### src/sv/svs_pkg.sv
// Shared types, constants and codes for the scheduled valve sequencer.
`timescale 1ns / 1ps
`default_nettype none
package svs_pkg;

    localparam int NUM_CHANNELS  = 4;
    localparam int NUM_SCHEDULES = 3;
    localparam int TIME_W        = 32;

    // channel index runs 0..NUM_CHANNELS, the top value meaning "past the last"
    localparam int CH_IDX_W = $clog2(NUM_CHANNELS + 1);
    localparam int CH_SEL_W = (NUM_CHANNELS > 1) ? $clog2(NUM_CHANNELS) : 1;

    // calendar field widths on the input item
    localparam int MIN_W  = 6;
    localparam int HOUR_W = 5;
    localparam int DOM_W  = 5;
    localparam int MON_W  = 4;
    localparam int DOW_W  = 3;

    // packed schedule layout
    localparam int SCHED_W     = 28;
    localparam int S_MIN_W     = 7;
    localparam int S_HOUR_W    = 6;
    localparam int S_DOM_W     = 6;
    localparam int S_MON_W     = 5;
    localparam int S_DOW_W     = 4;
    localparam int S_MIN_LSB   = 0;
    localparam int S_HOUR_LSB  = S_MIN_LSB + S_MIN_W;
    localparam int S_DOM_LSB   = S_HOUR_LSB + S_HOUR_W;
    localparam int S_MON_LSB   = S_DOM_LSB + S_DOM_W;
    localparam int S_DOW_LSB   = S_MON_LSB + S_MON_W;
    localparam logic [S_MIN_W-1:0]  WILD_MIN  = '1;
    localparam logic [S_HOUR_W-1:0] WILD_HOUR = '1;
    localparam logic [S_DOM_W-1:0]  WILD_DOM  = '1;
    localparam logic [S_MON_W-1:0]  WILD_MON  = '1;
    localparam logic [S_DOW_W-1:0]  WILD_DOW  = '1;

    localparam int CATCH_W = 6;

    // register map
    localparam int APB_DATA_W = 32;
    localparam int REG_COUNT  = NUM_SCHEDULES + 4;
    localparam int REG_IDX_W  = $clog2(REG_COUNT);
    localparam int APB_ADDR_W = REG_IDX_W + 2;
    localparam logic [REG_IDX_W-1:0] REG_CH_ENABLE = REG_IDX_W'(NUM_SCHEDULES);
    localparam logic [REG_IDX_W-1:0] REG_OPEN_DUR  = REG_IDX_W'(NUM_SCHEDULES + 1);
    localparam logic [REG_IDX_W-1:0] REG_CHECK_INT = REG_IDX_W'(NUM_SCHEDULES + 2);
    localparam logic [REG_IDX_W-1:0] REG_CATCH_UP  = REG_IDX_W'(NUM_SCHEDULES + 3);

    localparam logic [SCHED_W-1:0]      SCHED_RESET    = 28'd268428032;
    localparam logic [NUM_CHANNELS-1:0] CH_EN_RESET    = '1;
    localparam logic [TIME_W-1:0]       OPEN_DUR_RESET = TIME_W'(60000);
    localparam logic [TIME_W-1:0]       CHECK_RESET    = TIME_W'(60000);
    localparam logic [CATCH_W-1:0]      CATCH_RESET    = CATCH_W'(1);

    // stream widths
    localparam int ACTION_W  = 2;
    localparam int IN_DATA_W = 56;
    localparam int OUT_DATA_W = 16;

    typedef enum logic [ACTION_W-1:0] {
        ACT_TICK  = 2'd0,
        ACT_STOP  = 2'd1,
        ACT_START = 2'd2
    } action_t;

    typedef struct packed {
        logic [ACTION_W-1:0] action;
        logic [TIME_W-1:0]   now_ms;
        logic [MIN_W-1:0]    minute;
        logic [HOUR_W-1:0]   hour;
        logic [DOM_W-1:0]    day_of_month;
        logic [MON_W-1:0]    month;
        logic [DOW_W-1:0]    day_of_week;
    } item_t;

    typedef struct packed {
        logic [NUM_SCHEDULES-1:0][SCHED_W-1:0] schedule;
        logic [NUM_CHANNELS-1:0]               channel_enable;
        logic [TIME_W-1:0]                     open_duration_ms;
        logic [TIME_W-1:0]                     check_interval_ms;
        logic [CATCH_W-1:0]                    catch_up_minutes;
    } cfg_t;

    typedef struct packed {
        logic [NUM_CHANNELS-1:0] valves_open;
        logic                    running;
        logic [CH_IDX_W-1:0]     active_channel;
        logic                    state_report;
    } result_t;

endpackage
`default_nettype wire

### src/sv/svs_cfg_regs.sv
// APB configuration register file for the valve sequencer.
`timescale 1ns / 1ps
`default_nettype none
module svs_cfg_regs
    import svs_pkg::*;
(
    input  wire logic                  clk,
    input  wire logic                  rst_n,
    input  wire logic                  psel,
    input  wire logic                  penable,
    input  wire logic                  pwrite,
    input  wire logic [APB_ADDR_W-1:0] paddr,
    input  wire logic [APB_DATA_W-1:0] pwdata,
    output logic      [APB_DATA_W-1:0] prdata,
    output logic                       pready,
    output cfg_t                       cfg
);

    cfg_t                 cfg_reg;
    cfg_t                 cfg_next;
    logic                 wr_en;
    logic [REG_IDX_W-1:0] reg_idx;

    assign pready  = 1'b1;
    assign wr_en   = psel && penable && pwrite && pready;
    assign reg_idx = paddr[APB_ADDR_W-1:2];
    assign cfg     = cfg_reg;

    always_comb
    begin
        cfg_next = cfg_reg;
        if (wr_en)
        begin
            for (int i = 0; i < NUM_SCHEDULES; i++)
            begin
                if (reg_idx == REG_IDX_W'(i))
                begin
                    cfg_next.schedule[i] = pwdata[SCHED_W-1:0];
                end
            end
            if (reg_idx == REG_CH_ENABLE)
            begin
                cfg_next.channel_enable = pwdata[NUM_CHANNELS-1:0];
            end
            if (reg_idx == REG_OPEN_DUR)
            begin
                cfg_next.open_duration_ms = pwdata[TIME_W-1:0];
            end
            if (reg_idx == REG_CHECK_INT)
            begin
                cfg_next.check_interval_ms = pwdata[TIME_W-1:0];
            end
            if (reg_idx == REG_CATCH_UP)
            begin
                cfg_next.catch_up_minutes = pwdata[CATCH_W-1:0];
            end
        end
    end

    always_comb
    begin
        prdata = '0;
        for (int i = 0; i < NUM_SCHEDULES; i++)
        begin
            if (reg_idx == REG_IDX_W'(i))
            begin
                prdata = APB_DATA_W'(cfg_reg.schedule[i]);
            end
        end
        if (reg_idx == REG_CH_ENABLE)
        begin
            prdata = APB_DATA_W'(cfg_reg.channel_enable);
        end
        if (reg_idx == REG_OPEN_DUR)
        begin
            prdata = APB_DATA_W'(cfg_reg.open_duration_ms);
        end
        if (reg_idx == REG_CHECK_INT)
        begin
            prdata = APB_DATA_W'(cfg_reg.check_interval_ms);
        end
        if (reg_idx == REG_CATCH_UP)
        begin
            prdata = APB_DATA_W'(cfg_reg.catch_up_minutes);
        end
    end

    always_ff @(posedge clk or negedge rst_n)
    begin
        if (!rst_n)
        begin
            for (int i = 0; i < NUM_SCHEDULES; i++)
            begin
                cfg_reg.schedule[i] <= SCHED_RESET;
            end
            cfg_reg.channel_enable    <= CH_EN_RESET;
            cfg_reg.open_duration_ms  <= OPEN_DUR_RESET;
            cfg_reg.check_interval_ms <= CHECK_RESET;
            cfg_reg.catch_up_minutes  <= CATCH_RESET;
        end
        else
        begin
            cfg_reg <= cfg_next;
        end
    end

endmodule
`default_nettype wire

### src/sv/svs_sched_match.sv
// Parallel calendar match of all packed schedules against one item.
`timescale 1ns / 1ps
`default_nettype none
module svs_sched_match
    import svs_pkg::*;
(
    input  wire item_t item,
    input  wire cfg_t  cfg,
    output logic       hit
);

    logic [NUM_SCHEDULES-1:0] sched_hit;

    always_comb
    begin
        logic [S_MIN_W-1:0]  s_min;
        logic [S_HOUR_W-1:0] s_hour;
        logic [S_DOM_W-1:0]  s_dom;
        logic [S_MON_W-1:0]  s_mon;
        logic [S_DOW_W-1:0]  s_dow;
        logic [S_MIN_W:0]    min_hi;
        logic                min_ok;
        for (int i = 0; i < NUM_SCHEDULES; i++)
        begin
            s_min  = cfg.schedule[i][S_MIN_LSB  +: S_MIN_W];
            s_hour = cfg.schedule[i][S_HOUR_LSB +: S_HOUR_W];
            s_dom  = cfg.schedule[i][S_DOM_LSB  +: S_DOM_W];
            s_mon  = cfg.schedule[i][S_MON_LSB  +: S_MON_W];
            s_dow  = cfg.schedule[i][S_DOW_LSB  +: S_DOW_W];
            // catch-up window: scheduled minute up to minute + catch_up inclusive
            min_hi = {1'b0, s_min} + (S_MIN_W + 1)'(cfg.catch_up_minutes);
            min_ok = (s_min == WILD_MIN) ||
                     ((S_MIN_W'(item.minute) >= s_min) &&
                      ((S_MIN_W + 1)'(item.minute) <= min_hi));
            sched_hit[i] = min_ok &&
                ((s_hour == WILD_HOUR) || (s_hour == S_HOUR_W'(item.hour))) &&
                ((s_dom  == WILD_DOM)  || (s_dom  == S_DOM_W'(item.day_of_month))) &&
                ((s_mon  == WILD_MON)  || (s_mon  == S_MON_W'(item.month))) &&
                ((s_dow  == WILD_DOW)  || (s_dow  == S_DOW_W'(item.day_of_week)));
        end
    end

    assign hit = |sched_hit;

endmodule
`default_nettype wire

### src/sv/svs_core.sv
// Sequencer state and the per-item update of run, channel and valve state.
`timescale 1ns / 1ps
`default_nettype none
module svs_core
    import svs_pkg::*;
(
    input  wire logic  clk,
    input  wire logic  rst_n,
    input  wire logic  advance,
    input  wire item_t item,
    input  wire cfg_t  cfg,
    input  wire logic  hit,
    output result_t    result
);

    logic                    run_active_reg;
    logic                    run_active_next;
    logic [CH_IDX_W-1:0]     channel_index_reg;
    logic [CH_IDX_W-1:0]     channel_index_next;
    logic [NUM_CHANNELS-1:0] valve_bits_reg;
    logic [NUM_CHANNELS-1:0] valve_bits_next;
    logic [TIME_W-1:0]       open_since_reg;
    logic [TIME_W-1:0]       open_since_next;
    logic [TIME_W-1:0]       last_check_reg;
    logic [TIME_W-1:0]       last_check_next;
    logic                    first_check_reg;
    logic                    first_check_next;
    logic                    report;

    logic [CH_SEL_W-1:0] ch_sel;
    logic                ch_valid;
    logic [TIME_W-1:0]   since_check;
    logic [TIME_W-1:0]   since_open;

    assign ch_sel      = channel_index_reg[CH_SEL_W-1:0];
    assign ch_valid    = channel_index_reg < CH_IDX_W'(NUM_CHANNELS);
    assign since_check = item.now_ms - last_check_reg;
    assign since_open  = item.now_ms - open_since_reg;

    always_comb
    begin
        run_active_next    = run_active_reg;
        channel_index_next = channel_index_reg;
        valve_bits_next    = valve_bits_reg;
        open_since_next    = open_since_reg;
        last_check_next    = last_check_reg;
        first_check_next   = first_check_reg;
        report             = 1'b0;

        unique case (item.action)
            ACT_TICK:
            begin
                priority if (!run_active_reg)
                begin
                    if (first_check_reg || (since_check > cfg.check_interval_ms))
                    begin
                        first_check_next = 1'b0;
                        last_check_next  = item.now_ms;
                        if (hit)
                        begin
                            run_active_next    = 1'b1;
                            channel_index_next = '0;
                            report             = 1'b1;
                        end
                    end
                end
                else if (!ch_valid)
                begin
                    run_active_next = 1'b0;
                    report          = 1'b1;
                end
                else if (!cfg.channel_enable[ch_sel])
                begin
                    channel_index_next = channel_index_reg + 1'b1;
                end
                else if (!valve_bits_reg[ch_sel])
                begin
                    valve_bits_next[ch_sel] = 1'b1;
                    open_since_next         = item.now_ms;
                end
                else if (since_open >= cfg.open_duration_ms)
                begin
                    valve_bits_next[ch_sel] = 1'b0;
                    channel_index_next      = channel_index_reg + 1'b1;
                end
                else
                begin
                end
            end
            ACT_STOP:
            begin
                report = 1'b1;
                if (run_active_reg)
                begin
                    if (ch_valid)
                    begin
                        valve_bits_next[ch_sel] = 1'b0;
                    end
                    run_active_next = 1'b0;
                end
            end
            ACT_START:
            begin
                report = 1'b1;
                if (!run_active_reg)
                begin
                    run_active_next    = 1'b1;
                    channel_index_next = '0;
                end
            end
            default:
            begin
                // unused action code: state holds, still reported
                report = 1'b1;
            end
        endcase
    end

    assign result.valves_open    = valve_bits_next;
    assign result.running        = run_active_next;
    assign result.active_channel = channel_index_next;
    assign result.state_report   = report;

    always_ff @(posedge clk or negedge rst_n)
    begin
        if (!rst_n)
        begin
            run_active_reg    <= 1'b0;
            channel_index_reg <= '0;
            valve_bits_reg    <= '0;
            open_since_reg    <= '0;
            last_check_reg    <= '0;
            first_check_reg   <= 1'b1;
        end
        else if (advance)
        begin
            run_active_reg    <= run_active_next;
            channel_index_reg <= channel_index_next;
            valve_bits_reg    <= valve_bits_next;
            open_since_reg    <= open_since_next;
            last_check_reg    <= last_check_next;
            first_check_reg   <= first_check_next;
        end
    end

    a_idx_range: assert property (@(posedge clk) disable iff (!rst_n)
        channel_index_reg <= CH_IDX_W'(NUM_CHANNELS))
        else $error("channel index beyond last channel");

    a_one_valve: assert property (@(posedge clk) disable iff (!rst_n)
        $onehot0(valve_bits_reg))
        else $error("more than one valve open");

    a_open_needs_run: assert property (@(posedge clk) disable iff (!rst_n)
        (valve_bits_reg != '0) |-> (run_active_reg && ch_valid && valve_bits_reg[ch_sel]))
        else $error("open valve outside the current channel of a run");

    a_first_check: assert property (@(posedge clk) disable iff (!rst_n)
        $fell(first_check_reg) |-> $past(advance && item.action == ACT_TICK))
        else $error("first check cleared without a tick");

endmodule
`default_nettype wire

### src/sv/scheduled_valve_sequencer.sv
// Scheduled valve sequencer: top level with stream stages and APB config.
//
// Items come in on the s_axis channel: tuser carries the action (tick, stop,
// start), tdata the millisecond time and calendar fields. Each accepted item
// gives exactly one result on the m_axis channel: the valve bits, the run
// flag, the current channel index and a report flag.
// An accepted item is held in the input register; the state update and
// schedule compare run between that register and the result register,
// from which the result is offered on m_axis. Throughput is one item per
// cycle while m_axis_tready keeps the result register free; the state
// registers update as the item moves to the result register, so the next
// item sees them at once.
// When m_axis_tready is low, the result register holds and the input register
// still takes one more item; only then does s_axis_tready fall.
// Reset clears both stages, closes all valves, stops any run, arms the first
// schedule check and loads the register defaults. Registers are written over
// APB at byte address 4*i; write them only while the block is idle.
`timescale 1ns / 1ps
`default_nettype none
module scheduled_valve_sequencer
    import svs_pkg::*;
(
    input  wire logic                  clk,
    input  wire logic                  rst_n,
    input  wire logic                  s_axis_tvalid,
    output logic                       s_axis_tready,
    // [31:0] now_ms, [37:32] minute, [42:38] hour, [47:43] day_of_month,
    // [51:48] month, [54:52] day_of_week
    input  wire logic [IN_DATA_W-1:0]  s_axis_tdata,
    // [1:0] action
    input  wire logic [ACTION_W-1:0]   s_axis_tuser,
    output logic                       m_axis_tvalid,
    input  wire logic                  m_axis_tready,
    // [3:0] valves_open, [4] running, [7:5] active_channel, [8] state_report
    output logic      [OUT_DATA_W-1:0] m_axis_tdata,
    input  wire logic                  psel,
    input  wire logic                  penable,
    input  wire logic                  pwrite,
    input  wire logic [APB_ADDR_W-1:0] paddr,
    input  wire logic [APB_DATA_W-1:0] pwdata,
    output logic      [APB_DATA_W-1:0] prdata,
    output logic                       pready
);

    localparam int F_MIN_LSB  = TIME_W;
    localparam int F_HOUR_LSB = F_MIN_LSB + MIN_W;
    localparam int F_DOM_LSB  = F_HOUR_LSB + HOUR_W;
    localparam int F_MON_LSB  = F_DOM_LSB + DOM_W;
    localparam int F_DOW_LSB  = F_MON_LSB + MON_W;
    localparam int RES_W      = NUM_CHANNELS + 1 + CH_IDX_W + 1;

    cfg_t    cfg;
    item_t   in_item;
    item_t   in_item_reg;
    logic    in_valid_reg;
    logic    out_valid_reg;
    result_t out_res_reg;
    result_t step_res;
    logic    hit;
    logic    advance;

    assign in_item.action       = s_axis_tuser;
    assign in_item.now_ms       = s_axis_tdata[TIME_W-1:0];
    assign in_item.minute       = s_axis_tdata[F_MIN_LSB  +: MIN_W];
    assign in_item.hour         = s_axis_tdata[F_HOUR_LSB +: HOUR_W];
    assign in_item.day_of_month = s_axis_tdata[F_DOM_LSB  +: DOM_W];
    assign in_item.month        = s_axis_tdata[F_MON_LSB  +: MON_W];
    assign in_item.day_of_week  = s_axis_tdata[F_DOW_LSB  +: DOW_W];

    assign advance       = in_valid_reg && (!out_valid_reg || m_axis_tready);
    assign s_axis_tready = !in_valid_reg || advance;

    svs_cfg_regs u_cfg (
        .clk     (clk),
        .rst_n   (rst_n),
        .psel    (psel),
        .penable (penable),
        .pwrite  (pwrite),
        .paddr   (paddr),
        .pwdata  (pwdata),
        .prdata  (prdata),
        .pready  (pready),
        .cfg     (cfg)
    );

    svs_sched_match u_match (
        .item (in_item_reg),
        .cfg  (cfg),
        .hit  (hit)
    );

    svs_core u_core (
        .clk     (clk),
        .rst_n   (rst_n),
        .advance (advance),
        .item    (in_item_reg),
        .cfg     (cfg),
        .hit     (hit),
        .result  (step_res)
    );

    always_ff @(posedge clk or negedge rst_n)
    begin
        if (!rst_n)
        begin
            in_valid_reg  <= 1'b0;
            out_valid_reg <= 1'b0;
        end
        else
        begin
            if (s_axis_tready)
            begin
                in_valid_reg <= s_axis_tvalid;
            end
            if (advance)
            begin
                out_valid_reg <= 1'b1;
            end
            else if (m_axis_tready)
            begin
                out_valid_reg <= 1'b0;
            end
        end
    end

    always_ff @(posedge clk)
    begin
        if (s_axis_tready && s_axis_tvalid)
        begin
            in_item_reg <= in_item;
        end
        if (advance)
        begin
            out_res_reg <= step_res;
        end
    end

    assign m_axis_tvalid = out_valid_reg;
    assign m_axis_tdata  = OUT_DATA_W'({out_res_reg.state_report,
                                        out_res_reg.active_channel,
                                        out_res_reg.running,
                                        out_res_reg.valves_open});

    a_res_width: assert property (@(posedge clk) disable iff (!rst_n)
        (m_axis_tvalid && !m_axis_tready) |=> $stable(out_res_reg))
        else $error("stalled result changed");

    a_no_overrun: assert property (@(posedge clk) disable iff (!rst_n)
        (in_valid_reg && out_valid_reg && !m_axis_tready) |-> !s_axis_tready)
        else $error("input taken while both stages are blocked");

    a_advance_fill: assert property (@(posedge clk) disable iff (!rst_n)
        advance |=> out_valid_reg && (RES_W'(out_res_reg) == RES_W'($past(step_res))))
        else $error("result register missed an update");

endmodule
`default_nettype wire
### config.mk
export PLATFORM = sky130hd
export DESIGN_NAME = scheduled_valve_sequencer
export DESIGN_NICKNAME = d
export VERILOG_FILES = /design/src/sv/svs_pkg.sv /design/src/sv/svs_cfg_regs.sv /design/src/sv/svs_sched_match.sv /design/src/sv/svs_core.sv /design/src/sv/scheduled_valve_sequencer.sv
export SDC_FILE = /design/constraint.sdc
export NUM_CORES = 1
export LEC_CHECK = 0
export ABC_AREA = 1
export BUFFER_PORTS_ARGS = -buffer_cell sky130_fd_sc_hd__buf_2
export CAP_MARGIN = 40
export CELL_PAD_IN_SITES_DETAIL_PLACEMENT = 1
export CELL_PAD_IN_SITES_GLOBAL_PLACEMENT = 2
export CORE_MARGIN = 1.5
export CORE_UTILIZATION = 40
export CTS_CLUSTER_DIAMETER = 120
export DETAILED_ROUTE_END_ITERATION = 8
export HOLD_SLACK_MARGIN = 0.1
export PLACE_DENSITY = 0.92
export SYNTH_ARGS = -nofsm -noshare
export SYNTH_HDL_FRONTEND = slang
export SYNTH_SLANG_ARGS = --single-unit
### constraint.sdc
create_clock -name clk -period 10.3 [get_ports clk]
set_clock_uncertainty 0.05 [all_clocks]
set_input_delay 0 -clock clk [delete_from_list [all_inputs] [get_ports clk]]
set_output_delay 0 -clock clk [all_outputs]
set_load 0.005 [all_outputs]
## Word level (Yosys, flattened, before mapping)

Index checks and enable logic that the tools add are counted.

- Bits of input ports: 102
- Latch bits: 0
- Memories: 0
- Memory bits (writable): 0
- Register bits: 299
- Memory bits (read-only): 0

- Reduce and logical (&&, ||, !) cells: 53
- Shift-type cells: 0
- $mul: 0
- Add/subtract/negate cells: 6
- Equal/unequal tests: 35
- Bitwise operators: 5
- Magnitude comparators: 11
- Mux-type cells: 39
- Div/mod/pow operators: 0

Operator list:

| operator | count |
|---|---|
| 28-bit two-way mux | 4 |
| 32-bit two-way mux | 3 |
| 32-bit subtractor | 2 |
| 6-bit by 5-bit equality test with 1-bit output | 6 |
| 6-bit equality test, second input constant | 6 |
| 32-bit >= comparator | 1 |
| 32-bit greater-than comparator | 1 |
| 4-bit two-way mux | 7 |
| 7-bit by 6-bit adder with 8-bit output | 3 |
| 6-bit by 8-bit <= comparator with 1-bit output | 3 |
| 3-bit two-way mux | 8 |
| 7-bit equality test, second input constant | 3 |
| 6-bit by 7-bit >= comparator with 1-bit output | 3 |
| 1-bit logical AND | 20 |
| 1-bit logical OR | 18 |
| 5-bit by 4-bit equality test with 1-bit output | 3 |
| 5-bit equality test, second input constant | 3 |
| 2-bit AND reduction | 7 |
| 4-bit by 3-bit equality test with 1-bit output | 3 |
| 4-bit equality test, second input constant | 3 |
| 1-bit two-way mux | 11 |
| 3-bit equality test, second input constant | 3 |
| 4-bit case mux with 2 select lines | 1 |
| 3-bit by 2-bit equality test with 1-bit output, second input constant | 2 |
| other kinds (22) | 25 |

## Logic depth before layout (Yosys ltp)

Gate-level depths: netlist of the first run.

- Word-level depth: 13
- Gate-level depth with buffers: 33
- Mapped depth without buffers: 33

## Hierarchy

From an unflattened synthesis of the first run, not the netlist that was laid out.

- Cells, all modules: 2562
- Area, all modules: 20164.3 µm²

By module, submodules not included:

| module | area each (µm²) | cells an instance | seq. area each (µm²) | times used |
|---|---|---|---|---|
| svs_core | 8436.8 | 1203 | 1828.0 | 1 |
| svs_cfg_regs | 7096.8 | 830 | 4041.4 | 1 |
| svs_sched_match | 2497.4 | 443 | 0.0 | 1 |
| scheduled_valve_sequencer | 2133.3 | 86 | 2031.9 | 1 |

## Least setup slack after synthesis of the first run

OpenSTA, ideal clock, no wires.

- Path kind: reg-to-reg
- From: register in_item_reg[23] (netlist name)
- To: register out_res_reg (netlist bit m_axis_tdata[5]) (data pin)
- Period minus slack after synthesis: 3838 ps
- Arrival time: 3531 ps
- Setup slack: 6462 ps
- Path buffers: 0
- Cell stages (with the launch flop): 31
- Path through: edfxtp_1 > inv_1 > ha_1 > inv_1 > fa_1 > nand3_1 > nand2_1 > a21boi_2 > o21ai_2 > a21oi_2 > o21ai_2 > a31oi_1 > o21ai_1 > nand2_1 > nand2_1 > nand2_1 > nand2_1 > ha_1 > nand2_1 > nor3_1 > nand3_1 > nor3_2 > nand3_1 > nand3_1 > nand2_1 > nand2_1 > nand2_1 > o21ai_1 > inv_1 > nand2_1 > nand2_1

RTL lines:

| what | line | source |
|---|---|---|
| start, declared | scheduled_valve_sequencer.sv:54 | `item_t in_item_reg;` |
| start signal, assigned | scheduled_valve_sequencer.sv:130 | `in_item_reg <= in_item;` |
| end signal, assigned | scheduled_valve_sequencer.sv:134 | `out_res_reg <= step_res;` |
| end, declared | scheduled_valve_sequencer.sv:57 | `result_t out_res_reg;` |

## Worst setup path in the final report of the first run

- From: register in_item_reg[23] (netlist name)
- To: register u_core.last_check_reg[31]

- Longest elaborated chain between the ends: 4

Ends and longest elaborated chain:

| what | line | source |
|---|---|---|
| 32-bit subtractor | svs_core.sv:37 | `assign since_check = item.now_ms - last_check_reg;` |
| 32-bit greater-than comparator | svs_core.sv:55 | `if (first_check_reg \|\| (since_check > cfg.check_interval_ms))` |
| 1-bit logical OR | svs_core.sv:55 |  |
| 4-bit AND reduction (no line) | -- |  |
| end signal, assigned | svs_core.sv:141 | `last_check_reg <= last_check_next;` |
| end, declared | svs_core.sv:24 | `logic [TIME_W-1:0] last_check_reg;` |

Every way passes these cells.
A chain may end at the register's enable or synchronous reset.

==> flow_summary.ini, run 1 <==
[cells_and_area]
num_antenna_cells = 0
syn_to_final_growth_pct = 20.6
finish.instance_area_um2 = 23200
stdcell_count = 3253
fin_nets = 2901
largest_reg_flops = 158
drive_gt1_frac = 0.136

[yosys]
syn_inst = 2334
synth_top_area_cell = dfrtp_1
netlist_top_cells_area = dfrtp_1 21%, ha_1 12%, edfxtp_1 10%, dfstp_2 9.7%, nand2_1 9.0%
syn_area_per_cell_um2 = 8.24
seq_area_frac_synth = 0.411
synth.most_common_cell = nand2_1
synth_edf_count = 66
ys_top_cells_by_count = 461 x nand2_1, 357 x inv_1, 220 x o21ai_0
synth-async-reset-ratio = 0.779
netlist_area_um2 = 19200
netlist.area_leader.share = 0.211
synth-main-ff-cell = dfrtp_1
synth_cell_types = 65
ys_ff_latch = 299
yosysWarnings = 0

[critical_path]
critical_path_class = flip-flop to flip-flop
cp.required_ps = 10680
end_kind = flip-flop
crit_slowest_cell = buf_4
crit_fanout = 64
cp-start-kind = flip-flop
path_common_cell = nand2_1
slowest_delay_ps = 530
crit_arrival_ps = 5310

[power]
vdd_drop_max_mv = 0.158
finalPower_w = 0.00594
p_leak_nw = 11.2
power-per-cell-area_nw_per_um2 = 256

[route]
first_pass_iters = 5
drc = 0
via_count = 17700
dr.first_iter.drc_count = 1106
wire_per_inst_um = 20.4
wl_mm = 66.2
viasPerCell = 5.44
postRouteAntennaNets = 0

[cts]
clock_latency_ps = 570
ctsHoldBuffers = 139
ctsResizeCount = 0
tritoncts = yes
cts_num_sinks = 299
cts-root-buf = clkbuf_16
cts-htree-levels = 2
clock_path_buffers = 3
post_cts.repair.setup_buffers = 0
numCtsBuffers = 36
clk_pin_slew_ps = 60

[placement]
placed_area_um2 = 20600
hpwl_mm = 49.1
dp_worst_setup_slack_ps = 5370
portBuffers = 141
gp_congestion = 0.919
dp.cells = 3048

[sta]
max_freq_mhz = 203
setup_tns_ps = 0
period_needed_ps = 4940
fin_crit_sh = 0.479
relSlewSlack = 0.341
setup_viol = 0
slew_violations = 0
worstMarginPinSlew_ps = 989
rsz0062_at_grt = false
setup_ws_ps = 5360
finalHoldViolations = 0

[floorplanning]
start_util = 0.405
core_area_um2 = 47500
die_area_um2 = 49400
die_w_um = 222
die_h_um = 222
row_count = 80
ios = 153

[grt]
antenna_found_initial = 2
grt_pass1_wl_mm = 104
first_global_vias = 18700
track_usage = 0.269
grt_overflow = 0
grt_start_max_net_pins = 112

[min_path]
holdCritPathClass = input pin to async pin

[job]
maxCapViolCount = 0

[run_status]
status = completed
-- logic make-up (layout without fill, tap and decap cells) --
logic type	count (synthesis)	in the layout	synth area share
muxes	2	2	0.00137
AOI/OAI and AO/OA	639	639	0.191
DFF	299	299	0.411
buffers and inverters	434	732	0.0890
xor gates and xnor gates	68	68	0.0310
other	2	8	0.000390
and+or+nand+nor	701	701	0.152
adders and majority gates	189	189	0.125
-- per-layer routing --
metal / global-route usage / vias to the layer above / wire, µm
met2: 0.460 / 425 / 32000
met5: 0 / - / 0
met4: 0.100 / 0 / 2340
met3: 0.0349 / 113 / 3020
li1: - / 8385 / -
met1: 0.346 / 8765 / 28900
-- path summary, 6_finish.rpt --
path,end,from,depth (start not counted),slack [ps]
max in group asynchronous,u_cfg.cfg[86],rst_n,3,8620
min in group clk,in_item_reg[55],s_axis_tuser[0],2,120
setup reg to reg,u_core.last_check_reg[31],in_item_reg[23],28,5360
hold reg to reg,u_core.first_check_reg,u_core.first_check_reg,2,420
setup / recovery,u_core.last_check_reg[31],in_item_reg[23],28,5360
hold / removal,u_core.valve_bits_reg[0],rst_n,2,60
-- through the flow --
stage | hold WS, ps | util
finish | 63.0 | 0.488
global route | 106 | 0.488
CTS | 100 | 0.488
detailed placement | 118 | 0.434
global placement | 108 | 0.432
floorplan | -346 | -
-- cell usage in the layout (no fill, tap or decap), types with 4 or more instances in the layout --
master,instances
o21ai_1,55
o21ai_0,220
xnor2_1,23
a21oi_2,5
clkinv_2,6
nand3_1,42
nor3_1,18
a22oi_1,7
ha_1,184
nor4_1,6
nand2_1,460
inv_1,356
inv_2,11
a221oi_1,10
a21o_1,4
nor2_1,116
nor2_4,4
dfstp_2,71
dfrtp_1,162
o21bai_1,6
conb_1,8
o211ai_1,8
nand2_2,15
clkbuf_1,11
clkbuf_8,6
xor2_1,45
fa_1,5
a31oi_1,12
dlygate4sd3_1,139
buf_2,140
a211oi_1,4
edfxtp_1,66
o21ai_2,18
o22ai_1,46
nand4_1,24
buf_4,14
clkbuf_16,38
a21oi_1,200
o221ai_1,25
-- worst max-delay path: cells and delay by family (launching register included) --
kind | cells | cell delay (ps)
and+or+nand+nor | 14 | 1470
adders and majority gates | 3 | 870
buffers and inverters | 4 | 800
AOI/OAI and AO/OA | 5 | 630
muxes | 1 | 400
DFF | 1 | 370
xor gates and xnor gates | 1 | 160
-- layout make-up --
class	count	area [µm²]
fill	5718	24300
multi-input combinational	1607	9670
sequential	299	7900
timing repair buffer	297	2280
inverter	369	1390
clock buffer	55	1070
tap	615	769
clock inverter	11	116
-- power breakdown --
| group | leakage [nW] | total, W | switching (W) | internal (W) |
|---|---|---|---|---|
| combinational | 7.40 | 0.00289 | 0.00181 | 0.00107 |
| clock | 0.589 | 0.00131 | 0.000538 | 0.000773 |
| sequential | 3.20 | 0.00174 | 0.000194 | 0.00155 |
No activity file was read; power rests on OpenSTA's default activity.
==> run 2, diff against run 1 <==
--- a/config.mk
+++ b/config.mk
@@ -11,11 +11,11 @@
 export CELL_PAD_IN_SITES_DETAIL_PLACEMENT = 1
 export CELL_PAD_IN_SITES_GLOBAL_PLACEMENT = 2
 export CORE_MARGIN = 1.5
-export CORE_UTILIZATION = 40
+export CORE_UTILIZATION = 37
 export CTS_CLUSTER_DIAMETER = 120
 export DETAILED_ROUTE_END_ITERATION = 8
 export HOLD_SLACK_MARGIN = 0.1
-export PLACE_DENSITY = 0.92
+export PLACE_DENSITY = 0.87
 export SYNTH_ARGS = -nofsm -noshare
 export SYNTH_HDL_FRONTEND = slang
 export SYNTH_SLANG_ARGS = --single-unit
==> constraint.sdc (replaced) <==
create_clock -name clk -period 5 [get_ports clk]
set_clock_uncertainty 0.05 [all_clocks]
set_input_delay 0 -clock clk [delete_from_list [all_inputs] [get_ports clk]]
set_output_delay 0 -clock clk [all_outputs]
set_load 0.005 [all_outputs]
==> run 2 against run 1 <==
Compared with the run above: sequential share of layout area is 0.11 points lower; worst hold slack better by 53 ps; via count is 0.86% lower; critical path depth is 2 higher; worst setup slack worse by 4900 ps; register-to-register slack worse by 4900 ps; sequential cell count stayed put; sequential power is 110% higher; final area is 0.33% higher; global-route usage is 1.5 points lower; die area is 8.0% higher; largest power group unchanged.
==> flow_summary.ini, run 2 (synthesis results as in run 1) <==
[run_status]
status = completed

[floorplanning]
core_area_um2 = 51300
ios = 153
die_area_um2 = 53400
row_count = 83
start_util = 0.375
die_h_um = 231
die_w_um = 231

[cells_and_area]
final_common_cell = nand2_1
num_antenna_cells = 0
largest_reg_flops = 158
fillers = 6210
layout_common_cells = 460 x nand2_1, 356 x inv_1, 220 x o21ai_0, 200 x a21oi_1, 184 x ha_1
drive_gt1_frac = 0.137
fin_nets = 2900
finalCoreUtilization = 0.454
syn_to_final_growth_pct = 21.0

[cts]
tritoncts = yes
clock_latency_ps = 560
numCtsBuffers = 38
cts-root-buf = clkbuf_16
cts_num_sinks = 299
post_cts.repair.setup_buffers = 0
clock_path_buffers = 3
clk_pin_slew_ps = 60
cts-htree-levels = 2

[route]
postRouteAntennaNets = 0
wire_per_inst_um = 20.2
wl_mm = 67.0
met1Wirelength_mm = 30.0
dr.first_iter.drc_count = 991
first_pass_iters = 5
wl_met3_mm = 2.89
route.met2.wl_mm = 31.6
top_layer = met5
drc = 0
viasPerCell = 5.28
via_count = 17500

[power]
sw_frac_of_total = 0.427
p_sw_w = 0.00522
vdd_drop_max_mv = 0.312
power_frac_seq = 0.294
p_leak_nw = 11.2
combPwrFrac = 0.483
clkPwrFrac = 0.223
internal_power_w = 0.00700
finalPower_w = 0.0122
power-per-cell-area_nw_per_um2 = 525

[critical_path]
reg2reg_to = m_axis_tdata[5]
cp-start-kind = flip-flop
path_common_cell = nand2_1
end_kind = flip-flop
r2r-start = in_item_reg[23]
slowest_delay_ps = 420
crit_path_start = in_item_reg[23]
critical_path_class = flip-flop to flip-flop
crit_arrival_ps = 4790
cp.required_ps = 5250
crit_slowest_cell = fa_1
reg2regPathDepth = 30
ff2ff_setup_slack_ps = 460
path_buf_inv = 3
crit_fanout = 4
cpLargestDelayFamily = simple AND/OR/NAND/NOR gates

[sta]
rsz0062_at_grt = false
fin_crit_sh = 0.908
worstMarginPinSlew_ps = 1030
setup_viol = 0
slew_violations = 0
max_freq_mhz = 220
finalHoldViolations = 0
period_needed_ps = 4540
setup_tns_ps = 0
relSlewSlack = 0.311

[grt]
grt_overflow = 0
first_global_vias = 18400
grt_pass1_wl_mm = 105
track_usage = 0.254
antenna_found_initial = 4
grt_start_max_net_pins = 120

[job]
maxCapViolCount = 0

[placement]
gp_congestion = 0.905
hpwl_mm = 50.1
portBuffers = 141

[min_path]
holdCritPathClass = input pin to async pin
run 2: changes by cell type in the layout (fill, tap and decap cells not counted), moves of 3 or more:
| cell | delta |
|---|---|
| clkbuf_8 | -4 |
| dlygate4sd3_1 | -3 |
| clkinv_1 | +4 |
| clkbuf_16 | +4 |
run 2: final cells by class:
type                       instances  area [µm²]  area share
tap                              680         851      0.0366
clock buffer                      55        1120      0.0481
multi-input combinational       1607        9700       0.417
clock inverter                    15         100     0.00430
timing repair buffer             294        2220      0.0953
sequential                       299        7900       0.339
inverter                         369        1390      0.0595
run 2: worst max-delay path by stage:
stage          depth (start not counted)                   endpoint
3_5_place_dp                          29  u_core.last_check_reg[31]
5_1_grt                               28  u_core.last_check_reg[31]
2_1_floorplan                         30            m_axis_tdata[5]
4_1_cts                               29  u_core.last_check_reg[31]
6_report                              30            m_axis_tdata[5]
3_3_place_gp                          30            m_axis_tdata[5]
run 2: timing repair:
action | CTS | global route
hold buffers | 136 | 0
setup endpoints to repair | 0 | 42
resized for setup | 0 | 6
endpoints found under the hold margin | 338 | 0
run 2: metal layers:
layer | global-route usage | up-vias
met3 | 0.0356 | 128
li1 | - | 8375
met4 | 0.0958 | 4
met1 | 0.335 | 8660
met2 | 0.423 | 368
met5 | 0 | -
run 2: worst register-to-register path, delay by kind of cell, from the launching register on:
kind,cells,cell delay [ps]
flops,1,360
buf+inv,3,240
compound gates,7,1060
fa+ha+maj,3,880
simple gates,17,1690
run 2: power groups by stage:
stage                     Clock (W)  Combinational, W  Sequential (W)
after detailed placement          0           0.00576         0.00363
after CTS                   0.00278           0.00589         0.00360
after floorplan                   0           0.00411         0.00346
after global routing        0.00287           0.00669         0.00367
after global placement            0           0.00546         0.00361
final                       0.00272           0.00590         0.00360
run 2: through the flow:
step,worst slack (ps),std cells,cell area (µm²),hold slack [ps]
after CTS,304,3319,23200,100
after global routing,31.8,3319,23300,110
after detailed placement,339,3113,20700,128
after global placement,524,3113,20700,126
after floorplan,1160,2340,19300,-346
final,461,3319,23300,116
==> run 3, diff against run 2 <==
--- a/config.mk
+++ b/config.mk
@@ -16,6 +16,7 @@
 export DETAILED_ROUTE_END_ITERATION = 8
 export HOLD_SLACK_MARGIN = 0.1
 export PLACE_DENSITY = 0.87
+export SLEW_MARGIN = 10
 export SYNTH_ARGS = -nofsm -noshare
 export SYNTH_HDL_FRONTEND = slang
 export SYNTH_SLANG_ARGS = --single-unit
==> constraint.sdc (replaced) <==
create_clock -name clk -period 5.1 [get_ports clk]
set_clock_uncertainty 0.05 [all_clocks]
set_input_delay 0 -clock clk [delete_from_list [all_inputs] [get_ports clk]]
set_output_delay 0 -clock clk [all_outputs]
set_load 0.005 [all_outputs]
==> run 3 against run 2 <==
Compared with the run above: clock power decreased by 4%; critical endpoint is now u_core.last_check_reg[31]; die area unchanged; sequential share of layout area decreased by 0.056 points.
==> flow_summary.ini, run 3 (synthesis results as in run 1) <==
[cts]
cts-root-buf = clkbuf_16
numCtsBuffers = 37
cts_num_sinks = 299
clock_path_buffers = 3
cts-htree-levels = 2
clk_pin_slew_ps = 60
clock_latency_ps = 560
tritoncts = yes

[route]
first_pass_iters = 7
postRouteAntennaNets = 0
drc = 0
via_count = 17700
wire_per_inst_um = 20.3
dr.first_iter.drc_count = 982
wl_mm = 67.6
viasPerCell = 5.31

[critical_path]
crit_arrival_ps = 5110
end_kind = flip-flop
crit_slowest_cell = fa_1
slowest_delay_ps = 400
cp-start-kind = flip-flop
cp.required_ps = 5480
cpLargestDelayFamily = simple AND/OR/NAND/NOR gates
path_common_cell = nand2_1
critical_path_class = flip-flop to flip-flop
crit_fanout = 35
path_buf_inv = 4

[grt]
grt_pass1_wl_mm = 105
grt_start_max_net_pins = 140
antenna_found_initial = 1
first_global_vias = 18300
grt_overflow = 0
track_usage = 0.254

[run_status]
status = completed

[min_path]
holdCritPathClass = input pin to flip-flop

[sta]
max_freq_mhz = 211
worstMarginPinSlew_ps = 893
setup_tns_ps = 0
slew_violations = 0
finalHoldViolations = 0
fin_crit_sh = 0.928
setup_viol = 0
relSlewSlack = 0.405
rsz0062_at_grt = false
period_needed_ps = 4730

[cells_and_area]
final_common_cell = nand2_1
layout_common_cells = 461 x nand2_1, 356 x inv_1, 220 x o21ai_0, 200 x a21oi_1, 184 x ha_1
largest_reg_flops = 158
syn_to_final_growth_pct = 21.2
num_antenna_cells = 0
fin_nets = 2905
finalCoreUtilization = 0.454
drive_gt1_frac = 0.137

[floorplanning]
ios = 153
start_util = 0.375
die_h_um = 231
core_area_um2 = 51300
row_count = 83
die_area_um2 = 53400
die_w_um = 231

[job]
maxCapViolCount = 0

[power]
p_leak_nw = 11.2
vdd_drop_max_mv = 0.329
power-per-cell-area_nw_per_um2 = 514

[placement]
portBuffers = 141
gp_congestion = 0.887
hpwl_mm = 50.4
[run 3: worst register-to-register path: cells and delay by family (launching register included)]
family,cells,cell delay [ps]
AOI/OAI and AO/OA,5,750
muxes,1,370
adders and majority gates,3,840
buffers and inverters,4,500
xor gates and xnor gates,1,170
and+or+nand+nor,15,1570
DFF,1,360
[run 3: area by class of cell]
type	count	area [µm²]
Clock buffer	55	1090
Inverter	369	1390
Multi-Input combinational cell	1607	9680
Timing Repair Buffer	300	2310
Clock inverter	13	101
Fill cell	6165	28000
Sequential cell	299	7900
Tap cell	680	851
[run 3: worst paths after layout]
| check | from | to | slack (ps) | depth (start not counted) |
|---|---|---|---|---|
| setup / recovery | in_item_reg[23] | u_core.last_check_reg[31] | 370 | 29 |
| hold / removal | s_axis_tdata[16] | in_item_reg[39] | 120 | 2 |
| setup reg to reg | in_item_reg[23] | u_core.last_check_reg[31] | 370 | 29 |
| hold reg to reg | u_core.first_check_reg | u_core.first_check_reg | 410 | 2 |
| max in group asynchronous | rst_n | u_core.last_check_reg[31] | 3330 | 4 |
| min in group asynchronous | rst_n | u_cfg.cfg[136] | 500 | 3 |
[run 3: routing by layer]
metal | vias to the layer above | global-route usage | wire (µm) | part of all wire
met5 | - | 0 | 0 | 0
met4 | 0 | 0.0705 | 1650 | 0.024
met3 | 79 | 0.0309 | 2920 | 0.043
met2 | 406 | 0.440 | 32900 | 0.49
met1 | 8780 | 0.334 | 30100 | 0.45
li1 | 8385 | - | - | -
[run 3: metrics by stage]
stage / cell area [µm²] / hold slack, ps / total power, W / cells / worst slack (ps)
after CTS: 23300 / 102 / 0.0120 / 3322 / 373
final: 23300 / 123 / 0.0120 / 3323 / 368
after detailed placement: 20700 / 75.2 / 0.00924 / 3112 / 408
after global placement: 20700 / 50.0 / 0.00888 / 3112 / 616
after floorplan: 19300 / -346 / 0.00743 / 2340 / 1260
after global routing: 23300 / 121 / 0.0129 / 3323 / 31.8
[run 3: where the power goes]
| group | total [W] | switching [W] | internal [W] | leakage (nW) |
|---|---|---|---|---|
| clock | 0.00262 | 0.00109 | 0.00154 | 0.591 |
| combinational | 0.00583 | 0.00365 | 0.00217 | 7.42 |
| sequential | 0.00353 | 0.000401 | 0.00312 | 3.20 |
| total | 0.0120 | 0.00514 | 0.00683 | 11.2 |
[run 3: what timing repair did]
| item | in CTS | in global routing |
|---|---|---|
| hold endpoints to repair | 314 | 0 |
| gates resized for setup | 0 | 2 |
| hold buffers | 142 | 0 |
| setup buffers | 0 | 1 |
| endpoints found under the setup margin | 0 | 7 |
